File: src/rtl/vlac_pkg.sv
// Types and constants shared by the valve leak alarm controller files.
package vlac_pkg;

  localparam int unsigned CodeW = 24;
  localparam int unsigned CfgW  = 24;
  localparam int unsigned CfgIdxW = 2;

  localparam logic [CfgIdxW-1:0] CFG_INITIAL_CODE = 2'd0;
  localparam logic [CfgIdxW-1:0] CFG_PAIR_NIBBLE  = 2'd1;
  localparam logic [CfgIdxW-1:0] CFG_LEAK_NIBBLE  = 2'd2;

  localparam logic [3:0] PAIR_NIBBLE_RESET = 4'd0;
  localparam logic [3:0] LEAK_NIBBLE_RESET = 4'd1;

  localparam logic [3:0] ACT_START      = 4'd0;
  localparam logic [3:0] ACT_WIFI       = 4'd1;
  localparam logic [3:0] ACT_RF433      = 4'd2;
  localparam logic [3:0] ACT_SHORT_KEY  = 4'd3;
  localparam logic [3:0] ACT_LONG_KEY   = 4'd4;
  localparam logic [3:0] ACT_CUTOFF     = 4'd5;
  localparam logic [3:0] ACT_ARRIVED    = 4'd6;
  localparam logic [3:0] ACT_JAMMED     = 4'd7;
  localparam logic [3:0] ACT_PAIR_TOUT  = 4'd8;
  localparam logic [3:0] ACT_TRAVEL_TOUT = 4'd9;

  localparam logic [7:0] WIFI_OPEN  = 8'h01;
  localparam logic [7:0] WIFI_CLOSE = 8'h02;
  localparam logic [7:0] WIFI_RESET = 8'hFF;

  localparam logic [1:0] MOTOR_STATUS_CLOSED = 2'd3;

  localparam logic [2:0] MODE_IDLE  = 3'd0;
  localparam logic [2:0] MODE_RUN   = 3'd1;
  localparam logic [2:0] MODE_MOTOR = 3'd2;
  localparam logic [2:0] MODE_PAIR  = 3'd3;
  localparam logic [2:0] MODE_ERR   = 3'd4;

  localparam logic [1:0] MC_NONE  = 2'd0;
  localparam logic [1:0] MC_OPEN  = 2'd1;
  localparam logic [1:0] MC_CLOSE = 2'd2;
  localparam logic [1:0] MC_STOP  = 2'd3;

  localparam logic [1:0] LED_NONE  = 2'd0;
  localparam logic [1:0] LED_ON    = 2'd1;
  localparam logic [1:0] LED_OFF   = 2'd2;
  localparam logic [1:0] LED_BLINK = 2'd3;

  localparam logic [15:0] PERIOD_STOP = 16'd5000;
  localparam logic [15:0] PERIOD_PAIR = 16'd2000;
  localparam logic [15:0] PERIOD_JAM  = 16'hFFFF;
  localparam logic [15:0] ON_SHORT    = 16'd50;
  localparam logic [15:0] ON_LONG     = 16'd500;
  localparam logic [15:0] ON_MID      = 16'd100;

  typedef struct packed {
    logic [3:0] action;
    logic [7:0] wifi_command;
    logic [7:0] rf_first_byte;
    logic [7:0] rf_second_byte;
    logic [7:0] rf_third_byte;
    logic [1:0] motor_status;
  } in_item_t;

  typedef struct packed {
    logic [2:0]       control_state;
    logic [1:0]       motor_command;
    logic [1:0]       led1_command;
    logic [15:0]      led1_period;
    logic [15:0]      led1_on_time;
    logic [1:0]       led2_command;
    logic [15:0]      led2_period;
    logic [15:0]      led2_on_time;
    logic             store_code_strobe;
    logic [CodeW-1:0] code_to_store;
  } out_item_t;

endpackage

File: src/rtl/vlac_if.sv
// Valid/ready channel interfaces for event beats and result beats.
interface vlac_in_if;
  import vlac_pkg::*;

  logic     valid;
  logic     ready;
  in_item_t data;

  modport source (output valid, output data, input ready);
  modport sink (input valid, input data, output ready);
endinterface

interface vlac_out_if;
  import vlac_pkg::*;

  logic      valid;
  logic      ready;
  out_item_t data;

  modport source (output valid, output data, input ready);
  modport sink (input valid, input data, output ready);
endinterface

File: src/rtl/valve_leak_alarm_controller_core.sv
// Leak-alarm valve controller: event decode, mode machine and result register.
//
//   channel   dir  beat contents
//   in_if     in   action, WiFi byte, 433 MHz frame bytes, motor status
//   out_if    out  mode, motor and LED commands, code store strobe and code
//   cfg_*     in   register writes (initial code, pair and leak nibbles)
//
// One beat per cycle unless a held result stalls; its result appears next cycle.
// The mode and paired code update at the edge that accepts the event.
// A held result still accepts a new event in the cycle it is taken.
// Reset returns the mode to idle and clears the code and the result register valid.
module valve_leak_alarm_controller_core (
  input  logic                          clk_i,
  input  logic                          rst_ni,
  vlac_in_if.sink                       in_if,
  vlac_out_if.source                    out_if,
  input  logic                          cfg_we_i,
  input  logic [vlac_pkg::CfgIdxW-1:0]  cfg_idx_i,
  input  logic [vlac_pkg::CfgW-1:0]     cfg_wdata_i
);
  import vlac_pkg::*;

  typedef enum logic [3:0] {
    EVT_NONE, EVT_START, EVT_W_OPEN, EVT_W_CLOSE, EVT_W_RESET, EVT_LEAK,
    EVT_PAIRED, EVT_SHORT, EVT_LONG, EVT_CUT, EVT_ARRIVE, EVT_TRAVEL_TO,
    EVT_PAIR_TO
  } evt_e;

  logic [CodeW-1:0] init_code_q;
  logic [3:0]       pair_nib_q;
  logic [3:0]       leak_nib_q;
  logic [2:0]       mode_q, mode_d;
  logic [CodeW-1:0] code_q, code_d;
  logic             out_valid_q, out_valid_d;
  out_item_t        out_data_q;
  out_item_t        res;
  evt_e             evt;
  logic             in_fire;
  logic             leak_match;
  in_item_t         it;

  assign it        = in_if.data;
  assign in_if.ready = !out_valid_q || out_if.ready;
  assign in_fire   = in_if.valid && in_if.ready;
  assign out_if.valid = out_valid_q;
  assign out_if.data  = out_data_q;

  always_ff @(posedge clk_i or negedge rst_ni) begin
    if (!rst_ni) begin
      init_code_q <= '0;
      pair_nib_q  <= PAIR_NIBBLE_RESET;
      leak_nib_q  <= LEAK_NIBBLE_RESET;
    end else if (cfg_we_i) begin
      unique case (cfg_idx_i)
        CFG_INITIAL_CODE: init_code_q <= cfg_wdata_i[CodeW-1:0];
        CFG_PAIR_NIBBLE:  pair_nib_q  <= cfg_wdata_i[3:0];
        CFG_LEAK_NIBBLE:  leak_nib_q  <= cfg_wdata_i[3:0];
        default: ;
      endcase
    end
  end

  assign leak_match = (it.rf_first_byte == code_q[23:16]) &&
                      (it.rf_second_byte == code_q[15:8]) &&
                      (it.rf_third_byte[7:4] == code_q[7:4]) &&
                      (it.rf_third_byte[3:0] == leak_nib_q);

  always_comb begin
    evt    = EVT_NONE;
    res    = '0;
    mode_d = mode_q;
    code_d = code_q;

    unique case (it.action)
      ACT_START: evt = EVT_START;
      ACT_WIFI: begin
        res.led1_command = LED_ON;
        priority if (it.wifi_command == WIFI_OPEN) evt = EVT_W_OPEN;
        else if (it.wifi_command == WIFI_CLOSE) evt = EVT_W_CLOSE;
        else if (it.wifi_command == WIFI_RESET) evt = EVT_W_RESET;
        else evt = EVT_NONE;
      end
      ACT_RF433: begin
        if (mode_q == MODE_PAIR) begin
          if (it.rf_third_byte[3:0] == pair_nib_q) evt = EVT_PAIRED;
        end else if (leak_match) begin
          evt = EVT_LEAK;
        end
      end
      ACT_SHORT_KEY: evt = EVT_SHORT;
      ACT_LONG_KEY:  evt = EVT_LONG;
      ACT_CUTOFF:    evt = EVT_CUT;
      ACT_ARRIVED:   evt = EVT_ARRIVE;
      ACT_JAMMED: begin
        res.led1_command = LED_BLINK;
        res.led1_period  = PERIOD_JAM;
        res.led1_on_time = ON_MID;
        evt = EVT_TRAVEL_TO;
      end
      ACT_PAIR_TOUT:   evt = EVT_PAIR_TO;
      ACT_TRAVEL_TOUT: evt = EVT_TRAVEL_TO;
      default: evt = EVT_NONE;
    endcase

    unique case (mode_q)
      MODE_IDLE: begin
        if (evt == EVT_START) begin
          mode_d = MODE_RUN;
          code_d = init_code_q;
          res.led1_command = LED_OFF;
          res.led2_command = LED_OFF;
          res.motor_command = MC_STOP;
        end
      end
      MODE_RUN: begin
        priority if (evt == EVT_W_OPEN) begin
          mode_d = MODE_MOTOR;
          res.motor_command = MC_OPEN;
          res.led1_command = LED_ON;
        end else if (evt == EVT_W_CLOSE || evt == EVT_LEAK || evt == EVT_CUT) begin
          mode_d = MODE_MOTOR;
          res.motor_command = MC_CLOSE;
          res.led1_command = LED_ON;
        end else if (evt == EVT_SHORT) begin
          mode_d = MODE_MOTOR;
          res.motor_command = (it.motor_status == MOTOR_STATUS_CLOSED) ? MC_OPEN : MC_CLOSE;
          res.led1_command = LED_ON;
        end else if (evt == EVT_LONG) begin
          mode_d = MODE_PAIR;
          res.led1_command = LED_OFF;
          res.led2_command = LED_BLINK;
          res.led2_period  = PERIOD_PAIR;
          res.led2_on_time = ON_SHORT;
        end else begin
          mode_d = mode_q;
        end
      end
      MODE_MOTOR: begin
        priority if (evt == EVT_ARRIVE || evt == EVT_TRAVEL_TO) begin
          mode_d = (evt == EVT_ARRIVE) ? MODE_RUN : MODE_ERR;
          res.motor_command = MC_STOP;
          res.led1_command = LED_BLINK;
          res.led1_period  = PERIOD_STOP;
          res.led1_on_time = ON_SHORT;
        end else if (evt == EVT_CUT || evt == EVT_LEAK) begin
          res.motor_command = MC_CLOSE;
          res.led1_command = LED_ON;
          res.led1_period  = '0;
          res.led1_on_time = '0;
        end else begin
          mode_d = mode_q;
        end
      end
      MODE_PAIR: begin
        priority if (evt == EVT_PAIR_TO) begin
          mode_d = MODE_RUN;
          res.led1_command = LED_OFF;
          res.led2_command = LED_BLINK;
          res.led2_period  = PERIOD_PAIR;
          res.led2_on_time = ON_LONG;
        end else if (evt == EVT_PAIRED) begin
          mode_d = MODE_RUN;
          code_d = {it.rf_first_byte, it.rf_second_byte, it.rf_third_byte};
          res.store_code_strobe = 1'b1;
          res.code_to_store = {it.rf_first_byte, it.rf_second_byte, it.rf_third_byte};
          res.led2_command = LED_BLINK;
          res.led2_period  = PERIOD_STOP;
          res.led2_on_time = ON_MID;
        end else begin
          mode_d = mode_q;
        end
      end
      MODE_ERR: begin
        if (evt == EVT_SHORT || evt == EVT_W_RESET) begin
          mode_d = MODE_RUN;
          res.led1_command = LED_OFF;
          res.led1_period  = '0;
          res.led1_on_time = '0;
          res.led2_command = LED_BLINK;
          res.led2_period  = PERIOD_STOP;
          res.led2_on_time = ON_SHORT;
        end
      end
      default: mode_d = mode_q;
    endcase

    res.control_state = mode_d;
  end

  assign out_valid_d = in_fire || (out_valid_q && !out_if.ready);

  always_ff @(posedge clk_i or negedge rst_ni) begin
    if (!rst_ni) begin
      mode_q      <= MODE_IDLE;
      code_q      <= '0;
      out_valid_q <= 1'b0;
    end else begin
      out_valid_q <= out_valid_d;
      if (in_fire) begin
        mode_q <= mode_d;
        code_q <= code_d;
      end
    end
  end

  always_ff @(posedge clk_i) begin
    if (in_fire) begin
      out_data_q <= res;
    end
  end

`ifndef NO_ASSERTIONS
  a_fire_gives_result: assert property (@(posedge clk_i) disable iff (!rst_ni)
    in_fire |=> out_valid_q)
    else $error("accepted event beat produced no result beat");

  a_code_holds: assert property (@(posedge clk_i) disable iff (!rst_ni)
    !in_fire |=> $stable(code_q) && $stable(mode_q))
    else $error("mode or paired code changed without an event beat");

  a_strobe_mode: assert property (@(posedge clk_i) disable iff (!rst_ni)
    (out_valid_q && out_data_q.store_code_strobe) |->
      (out_data_q.control_state == MODE_RUN && out_data_q.code_to_store == code_q))
    else $error("code store strobe without a return to running");

  a_led1_timing: assert property (@(posedge clk_i) disable iff (!rst_ni)
    (out_valid_q && out_data_q.led1_period != '0) |->
      (out_data_q.led1_command == LED_BLINK))
    else $error("LED1 timing given without a blink command");
`endif

endmodule
File: src/flat_wrapper.sv
// flat-port wrapper written by rule: the top's interface ports become plain ports
module valve_leak_alarm_controller_core_flat import vlac_pkg::*;
  (clk_i, rst_ni, cfg_we_i, cfg_idx_i, cfg_wdata_i, in_if_valid, in_if_data, in_if_ready, out_if_valid, out_if_data, out_if_ready);
  vlac_in_if in_if_i ();
  vlac_out_if out_if_i ();
  input  logic clk_i;
  input  logic rst_ni;
  input  logic cfg_we_i;
  input  logic [vlac_pkg::CfgIdxW-1:0] cfg_idx_i;
  input  logic [vlac_pkg::CfgW-1:0] cfg_wdata_i;
  input wire logic [$bits(in_if_i.valid)-1:0] in_if_valid;
  input wire logic [$bits(in_if_i.data)-1:0] in_if_data;
  output wire logic [$bits(in_if_i.ready)-1:0] in_if_ready;
  output wire logic [$bits(out_if_i.valid)-1:0] out_if_valid;
  output wire logic [$bits(out_if_i.data)-1:0] out_if_data;
  input wire logic [$bits(out_if_i.ready)-1:0] out_if_ready;
  assign in_if_i.valid = in_if_valid;
  assign in_if_i.data = in_if_data;
  assign in_if_ready = in_if_i.ready;
  assign out_if_valid = out_if_i.valid;
  assign out_if_data = out_if_i.data;
  assign out_if_i.ready = out_if_ready;
  valve_leak_alarm_controller_core u_core (.clk_i(clk_i), .rst_ni(rst_ni), .in_if(in_if_i), .out_if(out_if_i), .cfg_we_i(cfg_we_i), .cfg_idx_i(cfg_idx_i), .cfg_wdata_i(cfg_wdata_i));
endmodule
File: config.mk
export PLATFORM = sky130hd
export DESIGN_NAME = valve_leak_alarm_controller_core_flat
export DESIGN_NICKNAME = d
export VERILOG_FILES = /design/src/rtl/vlac_pkg.sv /design/src/rtl/vlac_if.sv /design/src/rtl/valve_leak_alarm_controller_core.sv /design/src/flat_wrapper.sv
export SDC_FILE = /design/constraint.sdc
export NUM_CORES = 1
export LEC_CHECK = 0
export BUFFER_PORTS_ARGS = -buffer_cell sky130_fd_sc_hd__buf_4
export CORE_ASPECT_RATIO = 1.75
export CORE_UTILIZATION = 50
export CTS_BUF_LIST = sky130_fd_sc_hd__clkbuf_4 sky130_fd_sc_hd__clkbuf_8 sky130_fd_sc_hd__clkbuf_16
export CTS_CLUSTER_DIAMETER = 80
export CTS_CLUSTER_SIZE = 28
export DETAILED_ROUTE_END_ITERATION = 10
export PLACE_DENSITY = 0.84
export SETUP_SLACK_MARGIN = 0.05
export SYNTH_ARGS = -nofsm -noshare
export SYNTH_HDL_FRONTEND = slang
export SYNTH_SLANG_ARGS = --single-unit
export TNS_END_PERCENT = 10
File: constraint.sdc
create_clock -name clk_i -period 2.9 [get_ports clk_i]
set_clock_uncertainty 0.05 [all_clocks]
set_input_delay 0.145 -clock clk_i [delete_from_list [all_inputs] [get_ports clk_i]]
set_output_delay 0.145 -clock clk_i [all_outputs]
set_load 0.02 [all_outputs]
==> results.sh <==
export IMPL_wirelength_um=11800
export IMPL_syn_avg_cell_area_um2=11.4
export IMPL_grt_pass1_wl_um=18100
export IMPL_min_period_ns=2.45
export IMPL_area_growth_pct=29.0
export IMPL_track_usage_pct=23.3
export IMPL_dieArea_um2=10300
export IMPL_floorplan_initialDensity_pct=51.7
export IMPL_p_leak_uw=0.00295
export IMPL_seq_area_frac_synth_pct=53.3
export IMPL_slew_viol_final=0
export IMPL_synth_compound_area_share_pct=7.24
export IMPL_yosysUniqueCellTypes=55
export IMPL_critPathLaunchType="flop"
export IMPL_synth_edff_count=44
export IMPL_ys_seq_elements=96
export IMPL_powerDensity_nw_per_um2=699
export IMPL_insertion_delay_ns=0.34
export IMPL_htreeDepth=3
export IMPL_max_freq_mhz=409
export IMPL_drv_cap=0
export IMPL_num_rows=47
export IMPL_synth_top_family_by_area="simple AND/OR/NAND/NOR gates"
export IMPL_hold_path_class="input pin to flop"
export IMPL_die_h_um=133
export IMPL_grt_pass1_vias=3650
export IMPL_final_nets=637
export IMPL_total_power_uw=4440
export IMPL_final_cells=695
export IMPL_irDropWorstVdd_mv=0.497
export IMPL_antenna_found_initial=0
export IMPL_ios=169
export IMPL_globalplace_congestion=0.900
export IMPL_min_period_over_period_pct=84.4
export IMPL_ys_dominant_reg_cell="dfrtp_1"
export IMPL_vias=3589
export IMPL_required_ns=2.91
export IMPL_yosysTopAreaCell="edfxtp_1"
export IMPL_hold_viol=0
export IMPL_cts_resized=0
export IMPL_clk_pin_slew_ns=0.06
export IMPL_ant_nets=0
export IMPL_syn_inst=431
export IMPL_io_buffers=140
export IMPL_worst_slew_pin_slew_ns=0.665
export IMPL_clock_sinks=96
export IMPL_worstPathArrival_ns=2.46
export IMPL_die_w_um=77
export IMPL_dpl_cell_count=656
export IMPL_yosysWarnings=0
export IMPL_grt_overflow_total=0
export IMPL_synthSimpleGateAreaFrac_pct=13.0
export IMPL_drt_first_pass_iters=4
export IMPL_hpwl_um=9020
export IMPL_finalWorstSetupSlack_ns=0.453
export IMPL_netlist_area_um2=4920
export IMPL_cts_tree="yes"
export IMPL_crit_fanout=11
export IMPL_async_flop_share_pct=54.2
export IMPL_synth_mux_area_share_pct=10.5
export IMPL_critPathCaptureType="flop"
export IMPL_tns_ns=0
export IMPL_synth_fa_ha_area_share_pct=0
export IMPL_wire_per_inst_um=17.0
export IMPL_synth_xor_area_share_pct=5.34
export IMPL_numCtsBuffers=9
export IMPL_relSlewSlack_pct=55.6
export IMPL_rsz0062_at_grt="no"
export IMPL_cts_buffer_depth=2
export IMPL_synth_common_cells="buf_4, dfrtp_1, edfxtp_1"
export IMPL_viasPerCell=5.16
export IMPL_critPathKind="flop to flop"
export IMPL_remaining_drc_errors=0
export IMPL_drive_above_1_share_pct=35.3
export IMPL_status="complete, no violations"
export IMPL_pre_cts_slack_ns=0.416
export IMPL_cts_root_buf="clkbuf_16"
export IMPL_synth_area_top_cells="edfxtp_1, dfrtp_1, buf_4"
export IMPL_core_area_um2=9530
export IMPL_yosysMostFrequentCell="buf_4"
export IMPL_antenna_cells=0
export IMPL_finalSetupViolCount=0
export IMPL_post_cts_buffers=0
export IMPL_drt_iter0_markers=167
export IMPL_grt_max_degree=53
export IMPL_synth_top_area_share_pct=26.8
export IMPL_n_fill_cell=731
worst max-delay path, cell delays in order (launching register included):
cell and delay [ns]:
dfrtp_1 0.48, nand3b_1 0.25, nand3_1 0.09, or4_1 0.55, o21ai_2 0.38, o41a_2 0.28, nand4_1 0.09
registers in the layout, summed over array words and instances, names as in the netlist:
| name | cells |
|---|---|
| u_core.pair_nib_q | 4 |
| u_core.code_q | 20 |
| u_core.init_code_q | 20 |
| u_core.leak_nib_q | 4 |
| u_core.out_if.valid | 1 |
| u_core.out_if.data | 44 |
| u_core.mode_q | 3 |
through the flow:
step / area [µm²] / hold slack, ns / utilization [%]
global placement: 5800 / 0.161 / 60.9
floorplan: 5020 / -0.201 / -
finish: 6350 / 0.00868 / 66.6
CTS: 6340 / 0.00120 / 66.5
global route: 6350 / 0.0118 / 66.6
detailed placement: 5800 / 0.171 / 60.9
metal layers:
layer | share of wire, % | track usage, % | vias to the layer above
met4 | 4.1 | 12.5 | 0
met5 | 0 | 0 | -
met3 | 4.2 | 3.08 | 32
met2 | 57 | 45.8 | 146
li1 | - | - | 1695
met1 | 35 | 23.0 | 1716
where the power goes:
| part | internal, µW | switching (µW) | total (µW) | leakage [µW] |
|---|---|---|---|---|
| clock | 761 | 487 | 1250 | 0.000151 |
| combinational | 599 | 690 | 1290 | 0.00172 |
| sequential | 1710 | 189 | 1900 | 0.00108 |
| total | 3070 | 1370 | 4440 | 0.00295 |
cells by family (layout without fill, tap and decap cells):
kind of cell | count (synthesis) | in the layout
simple gates | 120 | 120
flops | 96 | 96
buf+inv | 79 | 194
compound gates | 57 | 57
mux | 48 | 48
xor+xnor | 30 | 30
other cells | 1 | 28
final timing paths:
check | start | to | slack, ns | cells past startpoint
min | cfg_wdata_i[23] | u_core.init_code_q[23] | 0.009 | 2
max | u_core.mode_q[1] | u_core.out_if.data[92] | 0.45 | 6
min reg2reg | u_core.init_code_q[17] | u_core.init_code_q[17] | 0.46 | 1
max in group asynchronous | rst_ni | u_core.code_q[23] | 2.01 | 2
min in group asynchronous | rst_ni | u_core.init_code_q[21] | 0.34 | 2
max reg2reg | u_core.mode_q[1] | u_core.out_if.data[92] | 0.45 | 6
layout by cell type, fill, tap and decap left out, drive strengths merged, types with 3 or more instances in the layout:
master,n
a21oi,24
and2,25
buf,147
clkbuf,10
clkinv,3
conb,28
dfrtp,51
dlygate4sd3,23
edfxtp,44
inv,8
mux2,28
mux2i,20
nand2,18
nand2b,4
nand3,6
nand3b,3
nand4,7
nor2,33
nor2b,3
nor4,5
o21ai,14
or2,4
xnor2,12
xor2,18
final cells by class:
type	instances	area, µm²	share of cell area [%]
inverter	8	30.0	0.473
clock inverter	6	83.8	1.32
sequential	96	2620	41.3
tap	122	153	2.40
timing repair buffer	170	1330	21.0
multi-input combinational	283	1890	29.8
clock buffer	10	233	3.67
what timing repair did:
item / in CTS / in global routing
setup endpoints to repair: 0 / 0
hold buffers: 22 / 1
hold endpoints to repair: 73 / 1
No activity file was read; power rests on OpenSTA's default activity.
